$ cat config.mk
export PLATFORM = sky130hd
export DESIGN_NAME = rate_monotonic_task_picker_unit
export DESIGN_NICKNAME = d
export VERILOG_FILES = /design/src/hw/rtl/rmtp_pkg.sv /design/src/hw/rtl/rate_monotonic_task_picker_unit.sv /design/src/hw/rtl/rmtp_cell.sv
export SDC_FILE = /design/constraint.sdc
export NUM_CORES = 1
export LEC_CHECK = 0
export ABC_AREA = 0
export ABC_CLOCK_PERIOD_IN_PS = 5100
export BUFFER_PORTS_ARGS = -buffer_cell sky130_fd_sc_hd__buf_2
export CORE_MARGIN = 1
export CORE_UTILIZATION = 52
export CTS_BUF_LIST = sky130_fd_sc_hd__clkbuf_8
export CTS_CLUSTER_DIAMETER = 200
export CTS_CLUSTER_SIZE = 14
export DETAILED_ROUTE_END_ITERATION = 12
export PLACE_DENSITY = 0.68
export SLEW_MARGIN = 20
export SYNTH_ARGS = -nofsm -noshare
export SYNTH_HDL_FRONTEND = slang
export SYNTH_SLANG_ARGS = --single-unit
$ cat constraint.sdc
create_clock -name clock -period 5.1 [get_ports clock]
set_input_delay 1.02 -clock clock [delete_from_list [all_inputs] [get_ports clock]]
set_output_delay 1.02 -clock clock [all_outputs]
set_load 0.005 [all_outputs]
$ cat src/hw/rtl/rmtp_pkg.sv
// ----------------------------------------------------------------------------
// rmtp_pkg
// Shared widths, constants and types for the rate monotonic task picker.
// ----------------------------------------------------------------------------
package rmtp_pkg;

   localparam int TASK_CNT = 4;
   localparam int IDX_W    = 2;
   localparam int CNT_W    = 10;
   localparam int CSR_IDX_W = 4;

   localparam logic [CNT_W-1:0] IDLE_PERIOD  = 10'd1000;
   localparam logic [CNT_W-1:0] PERIOD_RESET = 10'd1;

   localparam logic [1:0] CSR_GRP_PERIOD = 2'd0;
   localparam logic [1:0] CSR_GRP_BUDGET = 2'd1;

   typedef struct packed {
      logic             go;
      logic             found;
      logic [IDX_W-1:0] idx;
      logic [CNT_W-1:0] period;
      logic [CNT_W-1:0] left;
   } token_type;

   typedef struct packed {
      logic tick;
      logic ready;
      logic dec;
      logic wr_period;
      logic wr_budget;
   } cell_ctl_type;

endpackage

$ cat src/hw/rtl/rate_monotonic_task_picker_unit.sv
// ----------------------------------------------------------------------------
// rate_monotonic_task_picker_unit
// Rate monotonic task picker for four tasks built as a chain of task cells.
// ----------------------------------------------------------------------------
// usage:
//   request: start with req_ready_mask, taken when start is high and busy low
//   result: rsp_strobe high for one cycle with rsp_run_idle and rsp_task_index
//   csr: csr_valid/csr_ready with csr_index and csr_data; csr_ready is always
//     high; index 0..3 are task periods, 4..7 budgets, others are dropped
//   empty ready mask: result strobes the cycle after the request, busy stays low
//   otherwise counters reload and step at the request edge, then a candidate
//   token walks the four cells, one cell per cycle; the result passes the
//   seed register, the four cell registers and the output register that
//   retires the winner, and busy drops in the cycle the result strobes
//   reset: periods go to one, budgets and counters to zero, busy low
//   the receiver cannot stall; each result is shown for exactly one cycle
// ----------------------------------------------------------------------------
module rate_monotonic_task_picker_unit (
   input  logic                           clock,
   input  logic                           reset,
   input  logic                           start,
   output logic                           busy,
   input  logic [rmtp_pkg::TASK_CNT-1:0]  req_ready_mask,
   output logic                           rsp_strobe,
   output logic                           rsp_run_idle,
   output logic [rmtp_pkg::IDX_W-1:0]     rsp_task_index,
   input  logic                           csr_valid,
   output logic                           csr_ready,
   input  logic [rmtp_pkg::CSR_IDX_W-1:0] csr_index,
   input  logic [rmtp_pkg::CNT_W-1:0]     csr_data
);

   logic                       busy_ff, busy_in;
   logic                       seed_ff, seed_in;
   logic                       strobe_ff, strobe_in;
   logic                       run_idle_ff, run_idle_in;
   logic [rmtp_pkg::IDX_W-1:0] task_index_ff, task_index_in;

   logic accept;
   logic live;
   logic csr_wr;

   rmtp_pkg::token_type    tok [rmtp_pkg::TASK_CNT+1];
   rmtp_pkg::cell_ctl_type ctl [rmtp_pkg::TASK_CNT];

   assign csr_ready = 1'b1;
   assign csr_wr    = csr_valid && csr_ready;
   assign accept    = start && !busy_ff;
   assign live      = |req_ready_mask;

   always_comb begin
      tok[0].go     = seed_ff;
      tok[0].found  = 1'b0;
      tok[0].idx    = '0;
      tok[0].period = '0;
      tok[0].left   = '0;
   end

   genvar g;
   generate
      for (g = 0; g < rmtp_pkg::TASK_CNT; g++) begin : g_cell
         always_comb begin
            ctl[g].tick      = accept && live;
            ctl[g].ready     = req_ready_mask[g];
            ctl[g].dec       = tok[rmtp_pkg::TASK_CNT].go &&
                               tok[rmtp_pkg::TASK_CNT].found &&
                               (tok[rmtp_pkg::TASK_CNT].idx ==
                                rmtp_pkg::IDX_W'(g));
            ctl[g].wr_period = csr_wr &&
                               (csr_index[3:2] == rmtp_pkg::CSR_GRP_PERIOD) &&
                               (csr_index[1:0] == rmtp_pkg::IDX_W'(g));
            ctl[g].wr_budget = csr_wr &&
                               (csr_index[3:2] == rmtp_pkg::CSR_GRP_BUDGET) &&
                               (csr_index[1:0] == rmtp_pkg::IDX_W'(g));
         end

         rmtp_cell u_cell (
            .clock    (clock),
            .reset    (reset),
            .cell_idx (rmtp_pkg::IDX_W'(g)),
            .ctl      (ctl[g]),
            .csr_data (csr_data),
            .tok_in   (tok[g]),
            .tok_out  (tok[g+1])
         );
      end
   endgenerate

   always_comb begin
      busy_in       = busy_ff;
      seed_in       = 1'b0;
      strobe_in     = 1'b0;
      run_idle_in   = run_idle_ff;
      task_index_in = task_index_ff;
      if (accept) begin
         if (live) begin
            busy_in = 1'b1;
            seed_in = 1'b1;
         end else begin
            strobe_in     = 1'b1;
            run_idle_in   = 1'b1;
            task_index_in = '0;
         end
      end else if (tok[rmtp_pkg::TASK_CNT].go) begin
         busy_in       = 1'b0;
         strobe_in     = 1'b1;
         run_idle_in   = !tok[rmtp_pkg::TASK_CNT].found;
         task_index_in = tok[rmtp_pkg::TASK_CNT].found ?
                         tok[rmtp_pkg::TASK_CNT].idx : '0;
      end
   end

   always_ff @(posedge clock) begin
      if (reset) begin
         busy_ff   <= 1'b0;
         seed_ff   <= 1'b0;
         strobe_ff <= 1'b0;
      end else begin
         busy_ff   <= busy_in;
         seed_ff   <= seed_in;
         strobe_ff <= strobe_in;
      end
      run_idle_ff   <= run_idle_in;
      task_index_ff <= task_index_in;
   end

   assign busy           = busy_ff;
   assign rsp_strobe     = strobe_ff;
   assign rsp_run_idle   = run_idle_ff;
   assign rsp_task_index = task_index_ff;

endmodule

$ cat src/hw/rtl/rmtp_cell.sv
// ----------------------------------------------------------------------------
// rmtp_cell
// One task slot: holds its period and budget settings and counters, and
// updates the best-candidate token passed along the chain.
// ----------------------------------------------------------------------------
module rmtp_cell (
   input  logic                       clock,
   input  logic                       reset,
   input  logic [rmtp_pkg::IDX_W-1:0] cell_idx,
   input  rmtp_pkg::cell_ctl_type     ctl,
   input  logic [rmtp_pkg::CNT_W-1:0] csr_data,
   input  rmtp_pkg::token_type        tok_in,
   output rmtp_pkg::token_type        tok_out
);

   logic [rmtp_pkg::CNT_W-1:0] period_cfg_ff, period_cfg_in;
   logic [rmtp_pkg::CNT_W-1:0] budget_cfg_ff, budget_cfg_in;
   logic [rmtp_pkg::CNT_W-1:0] period_left_ff, period_left_in;
   logic [rmtp_pkg::CNT_W-1:0] budget_left_ff, budget_left_in;
   logic                       ready_ff, ready_in;
   rmtp_pkg::token_type        tok_ff, tok_step_in;

   logic [rmtp_pkg::CNT_W-1:0] pl_reload;
   logic                       eligible;
   logic                       take;

   always_comb begin
      period_cfg_in  = ctl.wr_period ? csr_data : period_cfg_ff;
      budget_cfg_in  = ctl.wr_budget ? csr_data : budget_cfg_ff;
      ready_in       = ctl.tick ? ctl.ready : ready_ff;
      period_left_in = period_left_ff;
      budget_left_in = budget_left_ff;
      pl_reload      = (period_left_ff == '0) ? period_cfg_ff : period_left_ff;
      if (ctl.tick) begin
         if (period_left_ff == '0) begin
            budget_left_in = budget_cfg_ff;
         end
         period_left_in = (pl_reload != '0) ? pl_reload - rmtp_pkg::CNT_W'(1) : '0;
      end else if (ctl.dec) begin
         budget_left_in = budget_left_ff - rmtp_pkg::CNT_W'(1);
      end

      // compare against best so far
      eligible = ready_ff && (budget_left_ff != '0) &&
                 (period_cfg_ff < rmtp_pkg::IDLE_PERIOD);
      take = eligible && (!tok_in.found || (period_cfg_ff < tok_in.period) ||
             ((period_cfg_ff == tok_in.period) && (period_left_ff < tok_in.left)));
      tok_step_in = tok_in;
      if (take) begin
         tok_step_in.found  = 1'b1;
         tok_step_in.idx    = cell_idx;
         tok_step_in.period = period_cfg_ff;
         tok_step_in.left   = period_left_ff;
      end
   end

   always_ff @(posedge clock) begin
      if (reset) begin
         period_cfg_ff  <= rmtp_pkg::PERIOD_RESET;
         budget_cfg_ff  <= '0;
         period_left_ff <= '0;
         budget_left_ff <= '0;
         ready_ff       <= 1'b0;
         tok_ff.go      <= 1'b0;
      end else begin
         period_cfg_ff  <= period_cfg_in;
         budget_cfg_ff  <= budget_cfg_in;
         period_left_ff <= period_left_in;
         budget_left_ff <= budget_left_in;
         ready_ff       <= ready_in;
         tok_ff.go      <= tok_step_in.go;
      end
      tok_ff.found  <= tok_step_in.found;
      tok_ff.idx    <= tok_step_in.idx;
      tok_ff.period <= tok_step_in.period;
      tok_ff.left   <= tok_step_in.left;
   end

   assign tok_out = tok_ff;

endmodule

== Word-level counts from Yosys, hierarchy flattened ==
Index checks and enable logic that the tools add are counted.
Cells by class
  $add $sub $neg: 8
  $lt $le $gt $ge: 10
  equal/unequal tests: 16
  multiplexer cells: 37
  bitwise logic cells: 1
  reductions and logical operators: 70
Operators by type and width (number)
  10-bit 2-to-1 mux: 20
  10-bit nonzero test: 8
  10-bit by 1-bit subtractor with 10-bit output (second input constant): 8
  10-bit < comparator: 6
  10-bit zero test: 4
  10-bit < comparator (second input constant): 4
  20-bit 2-to-1 mux: 2
  1-bit logical AND: 31
  10-bit equality test: 3
  23-bit 2-to-1 mux: 1
  2-bit AND reduction: 6
  1-bit 2-to-1 mux: 10
  2-bit nonzero test: 5
  2-bit equality test (second input constant): 4
  2-bit 2-to-1 mux: 4
  2-bit by 1-bit inequality test with 1-bit output (second input constant): 4
  2-bit by 1-bit equality test with 1-bit output (second input constant): 3
  2-bit zero test: 3
  1-bit logical OR: 6
  1-bit zero test: 5
  2-bit inequality test (second input constant): 2
  4-bit OR reduction: 1
  2-bit OR reduction: 1
  1-bit inverter: 1
Word-level totals
  flip-flop bits (word level): 246
  bits of input ports: 22
  output and inout bits: 6
  word-level logic and storage cells: 185

== Depth between registers and ports, before layout ==
Gate-level depths: netlist of run 1.
  depth in word-level cells: 5
  mapped depth: 12
  gate-level depth less buffers: 10

== Hierarchy ==
Synthesis of run 1 repeated with hierarchy kept, for this count alone.
Second synthesis, totals
  cells, all modules: 1615
  area total of the unflattened synthesis: 14088.5 sq um
Modules (own cells, without submodules)
  rmtp_cell: instances 4, cells an instance 393, area an instance 3435.8 sq um, seq. area each 1301.2 sq um
  rate_monotonic_task_picker_unit: instances 1, cells an instance 43, area an instance 345.3 sq um, seq. area each 150.1 sq um

== Least setup slack after synthesis of run 1 ==
Ideal clock, no wire load.
  path kind: input-to-reg
  from: input port req_ready_mask[2] (netlist name)
  to: register g_cell[0].u_cell.budget_left_ff[7] (netlist name)
  library setup time: 0.079 ns
  data arrival time: 2.954 ns
  required time: 5.021 ns
  setup slack: 2.066 ns
  stages: 7
  buffers on the path: 1
  cell sequence: or4_4 > buf_6 > a2111oi_4 > and3b_1 > nand2_1 > a211o_1 > a211oi_2
On the way
  longest elaborated chain between the ends: 4
  elaborated cells on any way between the ends: 6
  those cells by class: 1 x eq/ne; 1 x mux; 4 x reduce/logical
Ends and longest elaborated chain
  start, declared: line rate_monotonic_task_picker_unit.sv:23  | input logic [rmtp_pkg::TASK_CNT-1:0] req_ready_mask,
  4-bit OR reduction (*): line rate_monotonic_task_picker_unit.sv:49  | assign live = |req_ready_mask;
  1-bit logical AND (*): line rate_monotonic_task_picker_unit.sv:63  | ctl[g].tick = accept && live;
  2-bit inequality test (no source line) or 2-bit nonzero test (tied branches)
  2-bit AND reduction (no source line)
  end signal, assigned: line rmtp_cell.sv:69  | budget_left_ff <= budget_left_in;
  end, declared: line rmtp_cell.sv:19  | logic [rmtp_pkg::CNT_W-1:0] budget_left_ff, budget_left_in;
Every way passes the cells marked *; elsewhere a longest branch is shown, timed or not.
A chain may end at the register's enable or synchronous reset.

== Worst setup path after layout of run 1 ==
  from: register g_cell[1].u_cell.period_left_ff[8] (netlist name)
  to: register g_cell[1].u_cell.period_left_ff[5] (netlist name)
On the way
  longest elaborated chain between the ends: 4
  elaborated cells on any way between the ends: 5
  those cells by class: 1 x add/sub; 2 x mux; 2 x reduce/logical
Ends and longest elaborated chain
  start, declared: line rmtp_cell.sv:18  | logic [rmtp_pkg::CNT_W-1:0] period_left_ff, period_left_in;
  start signal, assigned: line rmtp_cell.sv:68  | period_left_ff <= period_left_in;
  10-bit zero test: line rmtp_cell.sv:33  | pl_reload = (period_left_ff == '0) ? period_cfg_ff : period_left_ff;
  10-bit 2-to-1 mux (*): line rmtp_cell.sv:33
  10-bit by 1-bit subtractor with 10-bit output or 10-bit nonzero test (tied branches): line rmtp_cell.sv:38  | period_left_in = (pl_reload != '0) ? pl_reload - rmtp_pkg::CNT_W'(1) : '0;
  10-bit 2-to-1 mux (*): line rmtp_cell.sv:38
Marks and branches as above.

==> run metrics, run 1 <==
core box area 0.0235 mm^2; grt total ovfl 0; wire per inst 17.9 um; sequential fraction of the synthesis area 39.4%; maximum VDD drop 580 uV; first-pass GRT wire length 49.9 mm; Max-slew headroom 34.4%; CTS tree done; share of layout cells above drive strength 1 10.1%; CTS Sinks 243; worst path required time 5.50 ns; RR Endpoint g_cell[1].u_cell.period_left_ff[5]; setup violators final 0; Vias per Instance 5.84; antenna fix cells 0; clk_lat worst skew 0.55 ns; Post-Route Setup TNS 0 ns; # fillers 2155; Routed Antenna Nets 0; nets 1512; Post-Syn Area 0.0124 mm^2; Post-synth ARST share 0%; Iteration-0 DRC Markers 810; register area 0.00489 mm^2; worst hold path class flip-flop to flip-flop; number of flops mapped to enable cells by yosys 3; Worst-Margin Slew 0.984 ns; H-Tree Depth 1; top cells by area, synth dfxtp_1 (39%), ha_1 (6.6%), mux2i_1 (5.9%); Synth top area share 38.7%; Core Rows 56; total wire length 31.2 mm; FF-to-FF path depth 11; Pleak 5.37 nW; Reg clk slew, reported paths 0.08 ns; Avg Inst Size Synth 8.59 um^2; via count 10200; status complete, no violations; hold wc startpoint g_cell[0].u_cell.tok_out[23]; Tmin final 3.45 ns; hold violation count in the final report 0; number of global-route vias before repair 9347; Die Y 156 um; reg-to-reg setup timing slack 1.65 ns; GPL Wtd Cong 0.944; fin crit share 67.7%; Syn. warnings 0; die area 0.0245 mm^2; hold_buf cts 0; CP Capture Type flip-flop; overall power 0.00732 W; IO Pins 28; initial antenna violation count 0; count of buffers from port buffering 26; worst r2r src g_cell[1].u_cell.period_left_ff[8]; Clock Path Buffers 3; die width 156 um; Max Fanout on Critical Path 19; pins over their slew limit 0; area occupied by multi-input gates 0.00694 mm^2; RSZ-0062 raised after global routing no; Post-Syn Nets 1532; worst setup path category flip-flop to flip-flop; design area 0.0131 mm^2; final hold slack 0.440 ns; Pre-antenna DRT Iters 5; layout overhead on the synthesized area 5.40%; power density cells 559 mW/mm^2; worst path arrival time 3.86 ns; Max-cap violations 0; postcts setup bufs 0; Area after DPL 0.0127 mm^2; Hold Path End g_cell[1].u_cell.tok_out[23]; Tot GR Track Use 25.7%; CTS buffer count 21; worst hold stages 1; dpl hpwl 21.5 mm; Synth cell types 82; Worst Skew 0.0227 ns; Syn Inst Count 1445; synthesis-stage register bit count 243; FMAX 289 MHz; prevailing post-synth register cell dfxtp_1; CTS Root Cell clkbuf_8; Synth area leader dfxtp_1; pin count of the biggest net entering global routing 92; # DRC 0; CP Launch Type flip-flop; Resized cells post-CTS 0; initial core utilization 52.9%
-- critical path, cell delays in order, from the launching register on --
cell and delay, ns:
dfxtp_1 0.47, nor3_1 0.19, and4b_1 0.23, buf_4 0.20
a21oi_1 0.21, ha_1 0.22, nand2b_1 0.09, a41o_1 0.26
a2111oi_1 0.71, a21oi_1 0.39, a32oi_1 0.28, nor2_1 0.05
-- metrics by stage --
| stage | setup WS (ns) | utilization [%] | std cells |
|---|---|---|---|
| 2_1_floorplan | 2.07 | - | 1445 |
| 3_3_place_gp | 1.57 | 54.3 | 1721 |
| 3_5_place_dp | 1.53 | 54.3 | 1721 |
| 4_1_cts | 1.80 | 55.6 | 1746 |
| 5_1_grt | 1.48 | 55.7 | 1746 |
| 6_report | 1.65 | 55.7 | 1746 |
-- registers in the layout (all words and copies together) (netlist names) --
signal                        flops
g_cell.u_cell.tok_out            73
g_cell.u_cell.budget_left_ff     40
g_cell.u_cell.ready_ff            4
seed_ff                           1
rsp_task_index                    2
g_cell.u_cell.period_cfg_ff      40
rsp_run_idle                      1
g_cell.u_cell.budget_cfg_ff      40
g_cell.u_cell.period_left_ff     40
busy                              1
rsp_strobe                        1
-- layer usage --
| layer | track usage, % | share of wire, % | vias to the layer above |
|---|---|---|---|
| met1 | 36.4 | 48 | 4764 |
| met3 | 2.58 | 5.0 | 55 |
| li1 | - | - | 5069 |
| met5 | 0 | 0 | - |
| met4 | 7.61 | 2.3 | 0 |
| met2 | 41.1 | 45 | 300 |
-- synthesized netlist by cell type (all sizes together), types with 16 or more instances --
cell	n
nand3	16
a211oi	29
o21ai	57
inv	84
ha	65
or3	21
mux2i	73
a21o	25
nand2	107
mux2	39
and2	26
dfxtp	240
a31oi	17
clkbuf	64
nor2	173
a21oi	119
nor3	47
nor2b	18
-- where the power goes --
part           internal [W]  switching (W)
clock network      0.000380       0.000633
registers           0.00218       0.000328
logic               0.00155        0.00225
-- area by class of cell --
type / count / area share, %
flip-flops and latches: 243 / 37.4
clock buffers: 21 / 2.21
multi-input cells: 1039 / 53.0
well taps: 319 / 3.05
inverters: 84 / 2.41
clock inverters: 4 / 0.201
repair buffers: 36 / 1.68
-- cell families after synthesis --
family	count (synthesis)	synth area share [%]
adder cells (fa/ha/maj)	65	6.55
XOR/XNOR	10	0.706
other	1	0.0302
AND/OR/NAND/NOR	501	19.9
buffers and inverters	163	5.11
multiplexers	112	9.43
flip-flops	243	39.4
AO/OA/AOI/OAI	350	18.9
-- worst max-delay path by stage --
stage,from,endpoint,slack [ns],cells past startpoint
3_3_place_gp,req_ready_mask[2],g_cell[0].u_cell.budget_left_ff[3],1.57,7
4_1_cts,g_cell[1].u_cell.period_left_ff[3],g_cell[1].u_cell.period_left_ff[5],1.80,11
2_1_floorplan,req_ready_mask[2],g_cell[0].u_cell.budget_left_ff[7],2.07,7
5_1_grt,g_cell[1].u_cell.period_left_ff[8],g_cell[1].u_cell.period_left_ff[5],1.48,11
6_report,g_cell[1].u_cell.period_left_ff[8],g_cell[1].u_cell.period_left_ff[5],1.65,11
3_5_place_dp,req_ready_mask[2],g_cell[0].u_cell.budget_left_ff[8],1.53,6
-- cell usage in the layout, fill, tap and decap left out, types with 14 or more instances in the layout --
master,n
a211oi_1,28
a21o_1,25
a21oi_1,117
a31oi_1,17
and2_1,25
buf_2,25
clkbuf_8,21
dfxtp_1,240
ha_1,65
inv_1,86
mux2_2,39
mux2i_1,73
nand2_1,106
nand2b_1,15
nand3_1,16
nor2_1,172
nor2b_1,18
nor3_1,43
o21ai_0,54
or2_2,14
or3_1,20
Power figures use the tool's default switching activity.
==> run 2: changes to the inputs <==
Settings changed: ABC_CLOCK_PERIOD_IN_PS 5100 to 3600.
Clock period 5.1 ns to 3.6 ns, I/O delays scaled along.
==> run metrics, run 2 (synthesis results as in run 1) <==
Max-cap violations 0 (unchanged); commonest non-fill, non-tap cells in the layout dfxtp_1 (240), nor2_1 (173), a21oi_1 (118); overall power 0.0104 W (+42%); Top delay family on crit path compound AO/OA/AOI/OAI gates; Worst-Margin Slew 0.948 ns (-0.0357 ns); Max Fanout on Critical Path 9 (-10); Routed Antenna Nets 0 (unchanged); fin cells 1762 (+0.92%); CP max stage cell a2111oi_1; CP cell instances nor4_2 -> and4b_1 -> a21oi_1 -> ha_1 -> nand2b_1 -> a41o_1 -> a2111oi_1 -> a21oi_1 -> a32oi_1 -> nor2_1; share of layout cells above drive strength 1 11.0% (+0.93 points); Crit path largest cell delay 0.62 ns (-0.09 ns); setup violators final 0 (unchanged); nets 1529 (+1.1%); GPL Wtd Cong 0.902 (-4.5%); power density cells 786 mW/mm^2 (+41%); number of global-route vias before repair 9388 (+0.44%); clk_lat worst skew 0.55 ns (about the same); die width 156 um (unchanged); fin crit share 87.8% (+20 points); Core Rows 56 (unchanged); Worst Skew 0.0226 ns (-0.0000519 ns); die area 0.0245 mm^2 (unchanged); initial antenna violation count 0 (unchanged); postcts setup bufs 0 (unchanged); core box area 0.0235 mm^2 (unchanged); Reg clk slew, reported paths 0.09 ns (about the same); Vias per Instance 5.86 (+0.40%); grt total ovfl 0 (unchanged); worst setup path category flip-flop to flip-flop; FMAX 317 MHz (+9.4%); Post-Route Setup TNS 0 ns (unchanged); maximum VDD drop 743 uV (+28%); CTS tree done; Max-slew headroom 36.8% (+2.4 points); status complete, but fails checks; number of flip-flops under the largest register name 73 (unchanged); hold_buf cts 0 (unchanged); Pre-antenna DRT Iters 9 (+4); Tmin final 3.16 ns (-0.296 ns); worst hold path class flip-flop to flip-flop; pins over their slew limit 0 (unchanged); count of buffers from port buffering 26 (unchanged); Clock Path Buffers 3 (unchanged); CP Launch Type flip-flop; IO Pins 28 (unchanged); Worst Path Buf+Inv 0 (-1); RSZ-0062 raised after global routing no; CTS Sinks 243 (unchanged); design area 0.0132 mm^2 (+0.89%); worst path arrival time 3.58 ns (-0.28 ns); H-Tree Depth 1 (unchanged); Resized cells post-CTS 0 (unchanged); Pleak 5.46 nW (+1.5%); Tot GR Track Use 25.8% (+0.087 points); most used cell, CP a21oi_1; worst path required time 4.02 ns (-1.48 ns); wire per inst 17.8 um (-0.24%); CTS Root Cell clkbuf_8; layout overhead on the synthesized area 6.34%; CTS buffer count 21 (unchanged); dpl hpwl 21.8 mm (+1.1%); total wire length 31.4 mm (+0.67%); DP Cell Count 1738 (+0.99%); # DRC 1 (+1); hold violation count in the final report 0 (unchanged); antenna fix cells 0 (unchanged); Area after DPL 0.0129 mm^2 (+1.0%); commonest non-fill, non-tap cell in the layout dfxtp_1; violated checks DRC; via count 10300 (+1.3%); initial core utilization 52.9% (unchanged); CP Capture Type flip-flop; Iteration-0 DRC Markers 964 (+19%); Die Y 156 um (unchanged); first-pass GRT wire length 49.9 mm (about the same); pin count of the biggest net entering global routing 123 (+34%)
## run 2: final cells by class
cell class / instances / area (um^2)
clock inverters: 3 / 22.5
well taps: 319 / 399
multi-input cells: 1039 / 6920
repair buffers: 53 / 360
fillers: 2162 / 10300
flip-flops and latches: 243 / 4890
inverters: 84 / 315
clock buffers: 21 / 289
## run 2: worst paths after layout
| kind | start | end | slack [ns] | depth (start not counted) |
|---|---|---|---|---|
| hold reg to reg | g_cell[1].u_cell.tok_out[23] | g_cell[2].u_cell.tok_out[23] | 0.45 | 1 |
| hold / removal | g_cell[1].u_cell.tok_out[23] | g_cell[2].u_cell.tok_out[23] | 0.45 | 1 |
| setup reg to reg | g_cell[1].u_cell.period_left_ff[3] | g_cell[1].u_cell.period_left_ff[5] | 0.44 | 10 |
| setup / recovery | g_cell[1].u_cell.period_left_ff[3] | g_cell[1].u_cell.period_left_ff[5] | 0.44 | 10 |
## run 2: through the flow
stage	hold slack, ns	util (%)	setup WS [ns]
floorplan	0.406	-	0.635
global placement	0.426	54.9	0.577
detailed placement	0.433	54.9	0.531
CTS	0.416	56.2	0.516
global route	0.442	56.2	0.251
finish	0.448	56.2	0.441
## run 2: report_power, final
group	leakage [nW]	switching, W	total (W)	internal [W]
sequential	1.97	0.000440	0.00352	0.00308
clock	0.163	0.000895	0.00143	0.000537
combinational	3.32	0.00319	0.00542	0.00223
total	5.46	0.00453	0.0104	0.00584
## run 2: routing by layer
| metal | global-route usage, % | vias up | part of all wire [%] |
|---|---|---|---|
| met2 | 40.0 | 333 | 44 |
| met1 | 36.8 | 4822 | 47 |
| met4 | 9.01 | 0 | 3.0 |
| met5 | 0 | - | 0 |
| li1 | - | 5104 | - |
| met3 | 2.91 | 64 | 5.6 |
## run 2: worst reg2reg max path, stage by stage (launching register included)
cell and delay (ns):
dfxtp_1 0.50, nor4_2 0.16, and4b_1 0.25, a21oi_1 0.21, ha_1 0.23, nand2b_1 0.09
a41o_1 0.25, a2111oi_1 0.62, a21oi_1 0.37, a32oi_1 0.27, nor2_1 0.06
==> run 3: changes to the inputs <==
Settings changed: PLACE_DENSITY 0.68 to 0.69.
==> run metrics, run 3 (synthesis results as in run 1) <==
status complete, no violations; Worst-Margin Slew 0.977 ns (+0.0284 ns); first-pass GRT wire length 50.3 mm (+0.75%); utilization after layout 56.2% (about the same); Clock Path Buffers 3 (unchanged); CTS Sinks 243 (unchanged); IO Pins 28 (unchanged); grt total ovfl 0 (unchanged); Reg clk slew, reported paths 0.09 ns (about the same); # DRC 0 (-1); Max-cap violations 0 (unchanged); Max Fanout on Critical Path 8 (-1); Worst Skew 0.0267 ns (+0.00408 ns); hold violation count in the final report 0 (unchanged); share of layout cells above drive strength 1 11.1% (+0.13 points); worst hold path class flip-flop to flip-flop; commonest non-fill, non-tap cells in the layout dfxtp_1 (240), nor2_1 (173), a21oi_1 (117); Gate power share 52.3% (about the same); pin count of the biggest net entering global routing 118 (-4.1%); layout overhead on the synthesized area 6.33% (about the same); dpl hpwl 22.2 mm (+1.8%); register area 0.00489 mm^2 (unchanged); Sw Share 43.8% (+0.13 points); maximum VDD drop 610 uV (-18%); hold_buf cts 0 (unchanged); commonest non-fill, non-tap cell in the layout dfxtp_1; Pre-antenna DRT Iters 5 (-4); CTS buffer count 21 (unchanged); initial antenna violation count 0 (unchanged); Routed Antenna Nets 0 (unchanged); H-Tree Depth 1 (unchanged); die area 0.0245 mm^2 (unchanged); CTS Root Cell clkbuf_8; Tmin final 3.10 ns (-0.0619 ns); initial core utilization 52.9% (unchanged); CP Capture Type flip-flop; count of buffers from port buffering 26 (unchanged); via count 10300 (-0.31%); number of global-route vias before repair 9468 (+0.85%); Vias per Instance 5.84 (-0.37%); die width 156 um (unchanged); Post-Route Setup TNS 0 ns (unchanged); RSZ-0062 raised after global routing no; pins over their slew limit 0 (unchanged); fin cells 1763 (+0.057%); DP Cell Count 1739 (+0.058%); Tot GR Track Use 25.7% (-0.036 points); Resized cells post-CTS 0 (unchanged); clock share of power 13.8% (about the same); pre-CTS WS 0.503 ns (-0.0272 ns); worst path arrival time 3.53 ns (-0.05 ns); worst setup path category flip-flop to flip-flop; Sequential Power Share 34.0% (about the same); Max-slew headroom 34.9% (-1.9 points); area occupied by multi-input gates 0.00692 mm^2 (about the same); FMAX 323 MHz (+2.0%); postcts setup bufs 0 (unchanged); wire per inst 17.8 um (about the same); worst path required time 4.03 ns (about the same); CTS tree done; Pleak 5.46 nW (about the same); fin crit share 86.0% (-1.7 points); fin worst setup slack 0.503 ns (+0.0619 ns); nets 1530 (+0.065%); antenna fix cells 0 (unchanged); Internal 0.00584 W (about the same); total wire length 31.4 mm (about the same); setup violators final 0 (unchanged); core box area 0.0235 mm^2 (unchanged); number of flip-flops under the largest register name 73 (unchanged); # fillers 2201 (+1.8%); GPL Wtd Cong 0.953 (+5.7%); net switching power 0.00455 W (+0.44%); CP Launch Type flip-flop; Core Rows 56 (unchanged); Die Y 156 um (unchanged); power density cells 787 mW/mm^2 (+0.15%); overall power 0.0104 W (+0.14%); Iteration-0 DRC Markers 845 (-12%); clk_lat worst skew 0.55 ns (about the same)
run 3: per-layer routing:
| layer | track usage [%] | wire (um) | vias to the layer above |
|---|---|---|---|
| met1 | 36.7 | 15100 | 4845 |
| met5 | 0 | 0 | - |
| met4 | 7.89 | 841 | 0 |
| li1 | - | - | 5095 |
| met2 | 40.9 | 14100 | 288 |
| met3 | 2.41 | 1450 | 63 |
run 3: power groups by stage:
stage / Combinational (W) / Clock, W / Sequential [W]
finish: 0.00543 / 0.00143 / 0.00353
global placement: 0.00528 / 0 / 0.00357
detailed placement: 0.00533 / 0 / 0.00358
floorplan: 0.00424 / 0 / 0.00344
global route: 0.00605 / 0.00156 / 0.00359
CTS: 0.00537 / 0.00148 / 0.00352
run 3: cell type report:
cell class,instances,share of cell area (%)
Timing Repair Buffer,54,2.69
Clock inverter,3,0.171
Clock buffer,21,2.19
Tap cell,319,3.02
Inverter,84,2.39
Multi-Input combinational cell,1039,52.4
Sequential cell,243,37.1
run 3: path summary, 6_finish.rpt:
path                                                    startpoint                                  to  slack [ns]  depth (start not counted)
worst max-delay path            g_cell[1].u_cell.period_left_ff[8]  g_cell[1].u_cell.period_left_ff[3]        0.50                         10
worst min-delay path                  g_cell[0].u_cell.tok_out[23]        g_cell[1].u_cell.tok_out[23]        0.44                          1
worst max register to register  g_cell[1].u_cell.period_left_ff[8]  g_cell[1].u_cell.period_left_ff[3]        0.50                         10
worst min register to register        g_cell[0].u_cell.tok_out[23]        g_cell[1].u_cell.tok_out[23]        0.44                          1
run 3: metrics by stage:
step | cell area (um^2) | hold WS [ns]
global placement | 12900 | 0.424
floorplan | 12400 | 0.406
detailed placement | 12900 | 0.426
CTS | 13200 | 0.446
finish | 13200 | 0.442
global route | 13200 | 0.454
run 3: critical path, stage by stage, from the launching register on:
cell       delay, ns
dfxtp_1         0.45
nor3_1          0.17
and4b_1         0.27
a21oi_1         0.23
ha_1            0.23
nand2b_1        0.08
a41o_1          0.25
a2111oi_1       0.62
a21oi_1         0.35
a31oi_1         0.27
nor2_1          0.05
